$ cat src/rau_pkg.sv
`timescale 1ns / 1ps
`default_nettype none
// Shared types and constants of the rational arithmetic unit.
// Used by rau_gcd, rau_div and rational_arithmetic_unit; depends on nothing.
package rau_pkg;

  // Default operand width and the fixed widths of the internal datapath.
  localparam int unsigned OperandWidthDef = 32;
  localparam int unsigned MAG_W  = 32;
  localparam int unsigned WORD_W = 64;
  localparam int unsigned DEN_W  = 63;
  localparam int unsigned SHIFT_W = $clog2(WORD_W);

  // Command codes.
  localparam logic [2:0] CMD_ADD = 3'd0;
  localparam logic [2:0] CMD_SUB = 3'd1;
  localparam logic [2:0] CMD_MUL = 3'd2;
  localparam logic [2:0] CMD_DIV = 3'd3;
  localparam logic [2:0] CMD_CMP = 3'd4;

  // Status codes.
  localparam logic [1:0] ST_OK       = 2'd0;
  localparam logic [1:0] ST_DIV_ZERO = 2'd1;
  localparam logic [1:0] ST_ZERO_DEN = 2'd2;
  localparam logic [1:0] ST_OVERFLOW = 2'd3;

  // Handshake between the sequencer and a multi-cycle unit.
  typedef struct packed {
    logic start;
  } unit_req_t;

  typedef struct packed {
    logic busy;
    logic done;
  } unit_stat_t;

endpackage
`default_nettype wire

$ cat src/rau_div.sv
`timescale 1ns / 1ps
`default_nettype none
// Restoring divider, one quotient bit per cycle.
// Depends on rau_pkg. The divisor must be nonzero.
module rau_div
  import rau_pkg::*;
(
  input  wire logic              clk_i,
  input  wire logic              rst_ni,
  input  wire unit_req_t         req_i,
  input  wire logic [WORD_W-1:0] dividend_i,
  input  wire logic [WORD_W-1:0] divisor_i,
  output unit_stat_t             stat_o,
  output logic [WORD_W-1:0]      quo_o
);

  localparam int unsigned CNT_W = $clog2(WORD_W + 1);

  logic [WORD_W-1:0] rem_q, rem_d, quo_q, quo_d, dsr_q, dsr_d;
  logic [CNT_W-1:0]  cnt_q, cnt_d;
  logic              busy_q, busy_d, done_q, done_d;
  logic [WORD_W:0]   rem_sh;
  logic [WORD_W+1:0] diff;

  always_comb begin
    rem_sh = {rem_q, quo_q[WORD_W-1]};
    diff   = {1'b0, rem_sh} - {2'b00, dsr_q};
    rem_d  = rem_q;
    quo_d  = quo_q;
    dsr_d  = dsr_q;
    cnt_d  = cnt_q;
    busy_d = busy_q;
    done_d = 1'b0;
    if (req_i.start) begin
      rem_d  = '0;
      quo_d  = dividend_i;
      dsr_d  = divisor_i;
      cnt_d  = CNT_W'(WORD_W);
      busy_d = 1'b1;
    end else if (busy_q) begin
      if (!diff[WORD_W+1]) begin
        rem_d = diff[WORD_W-1:0];
        quo_d = {quo_q[WORD_W-2:0], 1'b1};
      end else begin
        rem_d = rem_sh[WORD_W-1:0];
        quo_d = {quo_q[WORD_W-2:0], 1'b0};
      end
      cnt_d = cnt_q - 1'b1;
      if (cnt_q == CNT_W'(1)) begin
        busy_d = 1'b0;
        done_d = 1'b1;
      end
    end
  end

  always_ff @(posedge clk_i or negedge rst_ni) begin
    if (!rst_ni) begin
      busy_q <= 1'b0;
      done_q <= 1'b0;
      cnt_q  <= '0;
    end else begin
      busy_q <= busy_d;
      done_q <= done_d;
      cnt_q  <= cnt_d;
      rem_q  <= rem_d;
      quo_q  <= quo_d;
      dsr_q  <= dsr_d;
    end
  end

  assign stat_o.busy = busy_q;
  assign stat_o.done = done_q;
  assign quo_o       = quo_q;

endmodule
`default_nettype wire

$ cat config.mk
export PLATFORM = sky130hd
export DESIGN_NAME = rau_div
export DESIGN_NICKNAME = d
export VERILOG_FILES = /design/src/rau_pkg.sv /design/src/rau_div.sv
export SDC_FILE = /design/constraint.sdc
export NUM_CORES = 1
export LEC_CHECK = 0
export CAP_MARGIN = 20
export CORE_MARGIN = 4
export CORE_UTILIZATION = 60
export CTS_BUF_LIST = sky130_fd_sc_hd__clkbuf_16
export DETAILED_ROUTE_END_ITERATION = 10
export DONT_BUFFER_PORTS = 1
export GPL_ROUTABILITY_DRIVEN = 1
export GPL_TIMING_DRIVEN = 0
export PLACE_DENSITY = 0.84
export SLEW_MARGIN = 20
export SYNTH_ARGS = -nofsm -noshare
export SYNTH_HDL_FRONTEND = slang
export SYNTH_SLANG_ARGS = --single-unit
$ cat constraint.sdc
create_clock -name clk_i -period 6.05 [get_ports clk_i]
set_input_delay 1.21 -clock clk_i [delete_from_list [all_inputs] [get_ports clk_i]]
set_output_delay 1.21 -clock clk_i [all_outputs]
set_load 0.02 [all_outputs]
==> impl_metrics.env, run 1 <==
export IMPL_hold_viol_final=0
export IMPL_grt_max_degree=76
export IMPL_netlist_area_mm2=0.0126
export IMPL_arrival_ns=4.75
export IMPL_period_share=0.727
export IMPL_cts_sinks=201
export IMPL_layout_commonest_cell="edfxtp_1"
export IMPL_hpwl_mm=25.5
export IMPL_portBuffers=0
export IMPL_clkSlewWorstSetupHoldPaths_ns=0.06
export IMPL_yosys_top_cells_area="edfxtp_1 (46%), ha_1 (6.5%), mux2_2 (5.7%)"
export IMPL_setup_viol=0
export IMPL_routabilityCongestion=0.956
export IMPL_cts_buffer_depth=3
export IMPL_dieArea_mm2=0.0234
export IMPL_reg2reg_slack_ns=1.65
export IMPL_synth_top_area_cell="edfxtp_1"
export IMPL_worstSkewPairLatency_ns=0.53
export IMPL_syn_num_nets=1443
export IMPL_synth_async_reset_ratio=0.0448
export IMPL_critPathSlowestCell="a211oi_1"
export IMPL_rows=52
export IMPL_status="completed"
export IMPL_finalInstanceArea_mm2=0.0138
export IMPL_max_stage_delay_ns=0.91
export IMPL_rsz0062_at_grt="no"
export IMPL_hold_buffers=0
export IMPL_first_iter_violations=1118
export IMPL_finalWorstSetupSlack_ns=1.65
export IMPL_core_area_mm2=0.0205
export IMPL_numCtsBuffers=22
export IMPL_synth_top_cell_area_share=0.457
export IMPL_postRouteAntennaNets=0
export IMPL_path_max_fanout=5
export IMPL_peakVddDrop_mv=0.279
export IMPL_yosysSeqAreaShare=0.474
export IMPL_total_power_mw=4.82
export IMPL_synth_edf_count=192
export IMPL_drive_gt1_frac=0.0987
export IMPL_timing_rr_start="dsr_q[1]"
export IMPL_post_cts_buffers=0
export IMPL_drc=0
export IMPL_h_tree_depth=1
export IMPL_layout_min_cycle_time_ns=4.40
export IMPL_report_final_slew_viol_count=0
export IMPL_cts_root_buf="clkbuf_16"
export IMPL_post_cts_resized=0
export IMPL_first_pass_iters=6
export IMPL_p_leak_nw=5.37
export IMPL_synthCells=1245
export IMPL_vias=10100
export IMPL_cts_tree="yes"
export IMPL_viasPerCell=6.45
export IMPL_grt_remaining_overflow=0
export IMPL_powerDensity_mw_per_mm2=350
export IMPL_synth_seq_cells=201
export IMPL_startpoint="dsr_q[1]"
export IMPL_hp_class="in -> async"
export IMPL_grt_pass1_vias=9856
export IMPL_start_util=0.616
export IMPL_die_h_um=153
export IMPL_fmax_mhz=227
export IMPL_pre_cts_slack_ns=1.75
export IMPL_grt_pass1_wl_mm=53.9
export IMPL_grt_usage=0.284
export IMPL_fin_worst_skew_ns=0.0180
export IMPL_nets=1470
export IMPL_syn_to_final_growth_pct=8.94
export IMPL_drt_wl_total_mm=34.3
export IMPL_final_cell_mix="edfxtp_1 (192), nand2_1 (157), nor2_1 (118)"
export IMPL_relSlewSlack=0.259
export IMPL_tightest_slew_ns=1.11
export IMPL_critPathLaunchType="flip-flop"
export IMPL_ys_types=73
export IMPL_synth_area_per_cell_um2=10.1
export IMPL_cp_end_kind="flip-flop"
export IMPL_fp_dieW_um=153
export IMPL_ios=197
export IMPL_yosys_warnings=0
export IMPL_placed_cell_area_mm2=0.0130
export IMPL_crit_chain="inv_1 > ha_1 > nor2b_1 > o31ai_1 > a21oi_1 > o2bb2ai_1 > a211oi_1 > o21ai_0 > a21boi_0 > xnor2_1 > nand2_1 > a311oi_1"
export IMPL_maxCapViolations=0
export IMPL_ys_flop_type="edfxtp_1"
export IMPL_antenna_found_initial=5
export IMPL_wl_per_cell_um=22.0
export IMPL_cp_required_ns=6.39
export IMPL_crit_type="reg -> reg"
==> through the flow <==
| step | hold slack [ns] | std cells | setup TNS, ns | util |
|---|---|---|---|---|
| final | 0.394 | 1559 | 0 | 0.671 |
| after global routing | 0.364 | 1559 | 0 | 0.671 |
| after CTS | 0.361 | 1557 | 0 | 0.671 |
| after detailed placement | 0.493 | 1518 | 0 | 0.636 |
| after global placement | 0.495 | 1515 | -51.84 | 0.633 |
| after floorplan | 0.478 | 1245 | 0 | - |
==> worst max-delay path: cells and delay by family (launching register included) <==
family / cells / cell delay [ns]
xor gates and xnor gates: 1 / 0.15
DFF: 1 / 0.46
and+or+nand+nor: 2 / 0.22
adders and majority gates: 1 / 0.23
buffers and inverters: 1 / 0.14
AOI/OAI and AO/OA: 7 / 3.02
==> report_power, final <==
part | switching, mW | internal (mW)
sequential | 0.179 | 1.75
combinational | 0.948 | 0.624
clock | 0.569 | 0.753
==> worst paths after layout <==
kind	endpoint	depth (start not counted)
max	rem_q[55]	12
min	cnt_q[0]	0
max reg2reg	rem_q[55]	12
min reg2reg	cnt_q[6]	2
max in group asynchronous	cnt_q[5]	0
min in group clk_i	cnt_q[6]	2
==> layout make-up <==
cell class,instances,area [um^2]
tap,270,338
timing repair buffer,3,67.6
clock buffer,22,551
antenna,2,5.00
clock inverter,17,158
buffer,66,273
sequential,201,5990
inverter,90,338
fill,1593,6740
multi-input combinational,888,6040
==> kinds of logic (layout without fill, tap and decap cells) <==
group | count (synthesis) | in the layout | share of synthesized area
compound gates | 321 | 321 | 0.179
simple gates | 378 | 378 | 0.134
fa+ha+maj | 67 | 67 | 0.0670
flops | 201 | 201 | 0.474
buf+inv | 156 | 198 | 0.0484
mux | 66 | 66 | 0.0587
other cells | 0 | 2 | 0
xor+xnor | 56 | 56 | 0.0388
==> sequential cells by signal (all words and copies together) (netlist names) <==
signal / count
dsr_q: 64
quo_o: 64
rem_q: 64
cnt_q: 7
busy_q: 1
done_q: 1
==> synth_stat cells (4+ instances only) <==
cell,instances
edfxtp_1,192
nand2_1,157
nor2_1,118
inv_1,90
a21oi_1,83
ha_1,66
mux2_2,64
clkbuf_1,50
a311oi_1,49
o21ai_0,47
xnor2_1,41
a21o_1,31
nand3_1,21
nand4_1,19
o21a_1,16
xor2_1,15
a211oi_1,13
o21bai_1,13
dfrtp_1,9
and2_1,8
buf_2,8
nor3_1,8
a31oi_1,7
nand2b_1,7
nor4_1,7
a21boi_0,6
a221oi_1,6
and3_1,6
buf_1,5
or3_1,5
and4_1,4
nor2b_1,4
o211ai_1,4
o31ai_1,4
==> layer usage <==
metal	global-route usage	share of wire	wire, um	vias to the layer above
met4	0.105	0.040	1380	4
met2	0.464	0.46	16000	557
met3	0.0710	0.11	3620	93
li1	-	-	-	4660
met5	0	0.00076	26	-
met1	0.368	0.39	13300	4747
Power figures use the tool's default switching activity.
==> run 2, diff against run 1 <==
- CORE_UTILIZATION: 60 -> 59
- PLACE_DENSITY: 0.84 -> 0.86
- clock period: 6.05 -> 3.6 ns (I/O delays scaled with it)
==> run 2 against run 1 <==
Against the previous run: the run now ends with setup timing left; flip-flop and latch count unchanged; via count up 4.1%; highest routed layer unchanged; first-iteration DRC count fell by 3.9%; critical path type unchanged; worst hold slack lost 0.11 ns; sequential share of layout area fell by 2.9 points; register-to-register slack got worse by 1.8 ns; sequential power is 69% higher; count of clock-buffer cells in the layout up 2; wire length up 7.7%.
==> impl_metrics.env, run 2 (same netlist as run 1, synthesis figures left out) <==
export IMPL_relSlewSlack=0.488
export IMPL_clkPwrFrac=0.272
export IMPL_p_leak_nw=5.70
export IMPL_crit_chain="ha_4 > nand4_4 > or4_4 > a21oi_4 > o2bb2ai_4 > o21bai_4 > a2111oi_4 > o211ai_4 > and2_4 > buf_12 > or3b_4 > a311oi_2"
export IMPL_fin_cells=1588
export IMPL_status="finished, violations left"
export IMPL_layout_commonest_cell="edfxtp_1"
export IMPL_wl_per_cell_um=23.3
export IMPL_report_final_slew_viol_count=0
export IMPL_critPathSlowestCell="or4_4"
export IMPL_final_cell_mix="edfxtp_1 (192), nand2_1 (136), nor2_1 (116)"
export IMPL_powerDensity_mw_per_mm2=600
export IMPL_cp_required_ns=3.94
export IMPL_cp_num_buf_inv=1
export IMPL_arrival_ns=4.11
export IMPL_fillCellCount=1446
export IMPL_viasPerCell=6.59
export IMPL_cts_root_buf="clkbuf_16"
export IMPL_crit_type="reg -> reg"
export IMPL_grt_remaining_overflow=0
export IMPL_peakVddDrop_mv=0.352
export IMPL_core_area_mm2=0.0210
export IMPL_grtUsageMet1=0.365
export IMPL_first_pass_iters=6
export IMPL_reg2reg_slack_ns=-0.16
export IMPL_vias=10500
export IMPL_critPathLaunchType="flip-flop"
export IMPL_hold_viol_final=0
export IMPL_dieArea_mm2=0.0238
export IMPL_drt_wl_total_mm=37.0
export IMPL_switching_share=0.353
export IMPL_nets=1493
export IMPL_placedCellCount=1523
export IMPL_portBuffers=0
export IMPL_start_util=0.601
export IMPL_grt_pass1_vias=10100
export IMPL_die_h_um=154
export IMPL_crit_family="compound AO/OA/AOI/OAI gates"
export IMPL_maxCapViolations=0
export IMPL_placed_cell_area_mm2=0.0131
export IMPL_finalWorstSetupSlack_ns=-0.164
export IMPL_worstSkewPairLatency_ns=0.52
export IMPL_violations="setup timing"
export IMPL_cts_sinks=201
export IMPL_postRouteAntennaNets=0
export IMPL_seqPwrFrac=0.369
export IMPL_path_max_fanout=6
export IMPL_switchingPower_mw=3.12
export IMPL_grt_pass1_wl_mm=55.4
export IMPL_power_frac_comb=0.359
export IMPL_hpwl_mm=25.8
export IMPL_cts_tree="yes"
export IMPL_rows=53
export IMPL_grt_max_degree=68
export IMPL_fin_worst_skew_ns=0.0129
export IMPL_max_stage_delay_ns=0.56
export IMPL_drc=0
export IMPL_h_tree_depth=1
export IMPL_drive_gt1_frac=0.191
export IMPL_setup_viol=51
export IMPL_routabilityCongestion=0.960
export IMPL_first_iter_violations=1074
export IMPL_period_share=1.05
export IMPL_pre_cts_slack_ns=-0.701
export IMPL_layout_min_cycle_time_ns=3.76
export IMPL_grt_usage=0.289
export IMPL_fin_setup_tns_ns=-4.70
export IMPL_use_met3=0.0797
export IMPL_rsz0062_at_grt="yes"
export IMPL_r2r_end="rem_q[46]"
export IMPL_hp_class="in -> reg"
export IMPL_fmax_mhz=266
export IMPL_timing_rr_start="rem_q[8]"
export IMPL_cp_endpoint="rem_q[46]"
export IMPL_cp_end_kind="flip-flop"
export IMPL_top_usage_layer="met2"
export IMPL_antenna_found_initial=6
export IMPL_grtUsageMet2=0.486
export IMPL_cts_buffer_depth=3
export IMPL_tightest_slew_ns=0.766
export IMPL_clkSlewWorstSetupHoldPaths_ns=0.06
export IMPL_cp_depth=12
export IMPL_ios=197
export IMPL_syn_to_final_growth_pct=16.7
export IMPL_numCtsBuffers=24
export IMPL_finalInstanceArea_mm2=0.0147
export IMPL_startpoint="rem_q[8]"
export IMPL_fp_dieW_um=154
export IMPL_internal_power_mw=5.73
export IMPL_r2r_cells=12
==> run 2: how the worst min path moves through the flow <==
stage / start / end / cells past startpoint
after floorplan: rst_ni / busy_q / 0
after global placement: rst_ni / done_q / 0
after detailed placement: rst_ni / done_q / 0
after CTS: divisor_i[44] / dsr_q[44] / 0
after global routing: divisor_i[6] / dsr_q[6] / 0
final: divisor_i[44] / dsr_q[44] / 0
==> run 2: metal layers <==
metal	vias up	routed length [um]
met5	-	46
met4	6	1460
met3	120	3950
met2	659	18000
met1	4976	13500
li1	4710	-
==> run 2: final cells by class <==
class	instances	area, um^2	area share
antenna	1	2.50	0.000170
tap	275	344	0.0233
multi-input combinational	888	6570	0.446
clock buffer	24	601	0.0408
sequential	201	5990	0.406
buffer	57	332	0.0225
clock inverter	19	179	0.0121
timing repair buffer	33	384	0.0261
inverter	90	338	0.0229
==> run 2: power by group through the flow <==
stage          registers, mW  clock network (mW)  logic, mW
2_1_floorplan           3.20                   0       2.01
6_report                3.26                2.41       3.18
5_1_grt                 3.29                2.54       3.44
3_5_place_dp            3.28                   0       2.58
3_3_place_gp            3.28                   0       2.49
4_1_cts                 3.25                2.44       2.73
==> run 2: what timing repair did <==
| action | in CTS | in global routing |
|---|---|---|
| hold buffers | 1 | 0 |
| cloned | 0 | 3 |
| hold endpoints to repair | 9 | 0 |
| gates resized for setup | 55 | 105 |
| setup endpoints to repair | 64 | 63 |
| buffers inserted | 8 | 18 |
| pin swaps | 13 | 37 |
==> run 2: stage by stage <==
step            util  hold slack, ns  power, mW
2_1_floorplan      -           0.424       5.21
3_3_place_gp   0.617           0.429       5.77
3_5_place_dp   0.621           0.431       5.86
4_1_cts        0.673           0.277       8.41
5_1_grt        0.701           0.274       9.27
6_report       0.701           0.288       8.85
==> run 3, diff against run 2 <==
- GPL_TIMING_DRIVEN: 0 -> unset
==> run 3 against run 2 <==
Against the previous run: the run now ends clean; global-route usage decreased by 1.3 points; core utilization decreased by 2.5 points; register-to-register slack improved by 0.25 ns; power fell by 5.1%; sequential power barely moved; cell area down 3.6%; non-clock buffer count fell by 13; wire length shrank 9.1%.
==> impl_metrics.env, run 3 (same netlist as run 1, synthesis figures left out) <==
export IMPL_vias=10000
export IMPL_grt_max_degree=135
export IMPL_layout_min_cycle_time_ns=3.51
export IMPL_crit_chain="ha_4 > nand4_2 > or4_4 > a21oi_4 > o2bb2ai_2 > o21bai_4 > a2111oi_4 > o211ai_4 > and2_4 > or4_4 > a311oi_2"
export IMPL_fp_dieW_um=154
export IMPL_maxCapViolations=0
export IMPL_drt_wl_total_mm=33.6
export IMPL_worst_path_most_repeated_cell="or4_4"
export IMPL_p_leak_nw=5.64
export IMPL_rows=53
export IMPL_report_final_slew_viol_count=0
export IMPL_reg2reg_slack_ns=0.09
export IMPL_critPathSlowestCell="or4_4"
export IMPL_drc=0
export IMPL_viasPerCell=6.35
export IMPL_powerDensity_mw_per_mm2=591
export IMPL_cts_root_buf="clkbuf_16"
export IMPL_period_share=0.975
export IMPL_peakVddDrop_mv=0.532
export IMPL_path_max_fanout=7
export IMPL_grt_remaining_overflow=0
export IMPL_dr_max_layer_used="met5"
export IMPL_postRouteAntennaNets=0
export IMPL_dieArea_mm2=0.0238
export IMPL_layout_commonest_cell="edfxtp_1"
export IMPL_crit_type="reg -> reg"
export IMPL_portBuffers=0
export IMPL_antenna_found_initial=7
export IMPL_hp_class="in -> reg"
export IMPL_numCtsBuffers=23
export IMPL_placedCellCount=1523
export IMPL_first_pass_iters=6
export IMPL_fin_cells=1577
export IMPL_cp_num_buf_inv=0
export IMPL_cts_buffer_depth=3
export IMPL_holdWs_ns=0.274
export IMPL_clkSlewWorstSetupHoldPaths_ns=0.06
export IMPL_m1WireLength_mm=12.7
export IMPL_fin_worst_skew_ns=0.0125
export IMPL_wl_met3_mm=3.39
export IMPL_grt_usage=0.276
export IMPL_ios=197
export IMPL_fmax_mhz=285
export IMPL_status="completed"
export IMPL_relSlewSlack=0.440
export IMPL_cp_end_kind="flip-flop"
export IMPL_cp_required_ns=3.97
export IMPL_tightest_slew_ns=0.839
export IMPL_rsz0062_at_grt="yes"
export IMPL_h_tree_depth=1
export IMPL_arrival_ns=3.88
export IMPL_grt_pass1_wl_mm=53.3
export IMPL_start_util=0.601
export IMPL_syn_to_final_growth_pct=12.5
export IMPL_drive_gt1_frac=0.163
export IMPL_hold_viol_final=0
export IMPL_final_cell_mix="edfxtp_1 (192), nand2_1 (156), nor2_1 (116)"
export IMPL_wl_met2_mm=15.9
export IMPL_crit_family="simple AND/OR/NAND/NOR gates"
export IMPL_core_area_mm2=0.0210
export IMPL_wl_per_cell_um=21.3
export IMPL_nets=1480
export IMPL_cts_tree="yes"
export IMPL_cts_sinks=201
export IMPL_fillCellCount=1540
export IMPL_routabilityCongestion=0.961
export IMPL_grt_pass1_vias=10100
export IMPL_setup_viol=0
export IMPL_max_stage_delay_ns=0.54
export IMPL_critPathLaunchType="flip-flop"
export IMPL_hpwl_mm=23.8
export IMPL_worstSkewPairLatency_ns=0.54
export IMPL_first_iter_violations=929
export IMPL_die_h_um=154
[run 3: layout make-up]
type	count	area (um^2)	share of cell area
diodes	4	10.0	0.000704
clock inverters	18	161	0.0114
flip-flops and latches	201	5990	0.422
multi-input cells	889	6160	0.434
inverters	90	338	0.0238
clock buffers	23	576	0.0405
well taps	275	344	0.0242
repair buffers	77	626	0.0440
[run 3: power by group]
part	total [mW]	leakage, nW	internal [mW]	switching, mW
Combinational	2.85	3.27	1.26	1.58
Sequential	3.25	1.99	2.94	0.313
Clock	2.30	0.372	1.32	0.980
[run 3: worst paths after layout]
kind | startpoint | to | cells after the start
min in group asynchronous | rst_ni | cnt_q[0] | 1
min | divisor_i[44] | dsr_q[44] | 0
max | rem_q[5] | rem_q[53] | 11
max in group asynchronous | rst_ni | busy_q | 1
min reg2reg | cnt_q[6] | cnt_q[6] | 2
max reg2reg | rem_q[5] | rem_q[53] | 11
[run 3: stage by stage]
step	util	total power, mW	instance area (um^2)	worst slack [ns]	setup TNS (ns)
after floorplan	-	5.21	12600	0.108	0
after global placement	0.631	5.90	13300	0.0629	0
after detailed placement	0.631	5.98	13300	-0.0427	-0.0920
after CTS	0.667	8.32	14000	0.000551	0
after global routing	0.676	8.87	14200	-0.0271	-0.0526
final	0.676	8.40	14200	0.0892	0
[run 3: metal layers]
| metal | vias up | GRT usage |
|---|---|---|
| li1 | 4679 | - |
| met1 | 4690 | 0.339 |
| met2 | 529 | 0.459 |
| met3 | 110 | 0.0811 |
| met4 | 6 | 0.111 |
| met5 | - | 0 |
[run 3: repair_timing]
action | 4_1_cts | 5_1_grt
hold buffers | 1 | 0
setup endpoints to repair | 4 | 61
pin swaps | 0 | 6
endpoints found under the hold margin | 9 | 0
buffers inserted | 0 | 7
gates cloned | 0 | 1
resized for setup | 1 | 30
[run 3: worst register-to-register path, cell delays in order (launching register included)]
cell       delay, ns
edfxtp_1        0.45
ha_4            0.33
nand4_2         0.12
or4_4           0.51
a21oi_4         0.15
o2bb2ai_2       0.16
o21bai_4        0.10
a2111oi_4       0.38
o211ai_4        0.14
and2_4          0.23
or4_4           0.54
a311oi_2        0.24
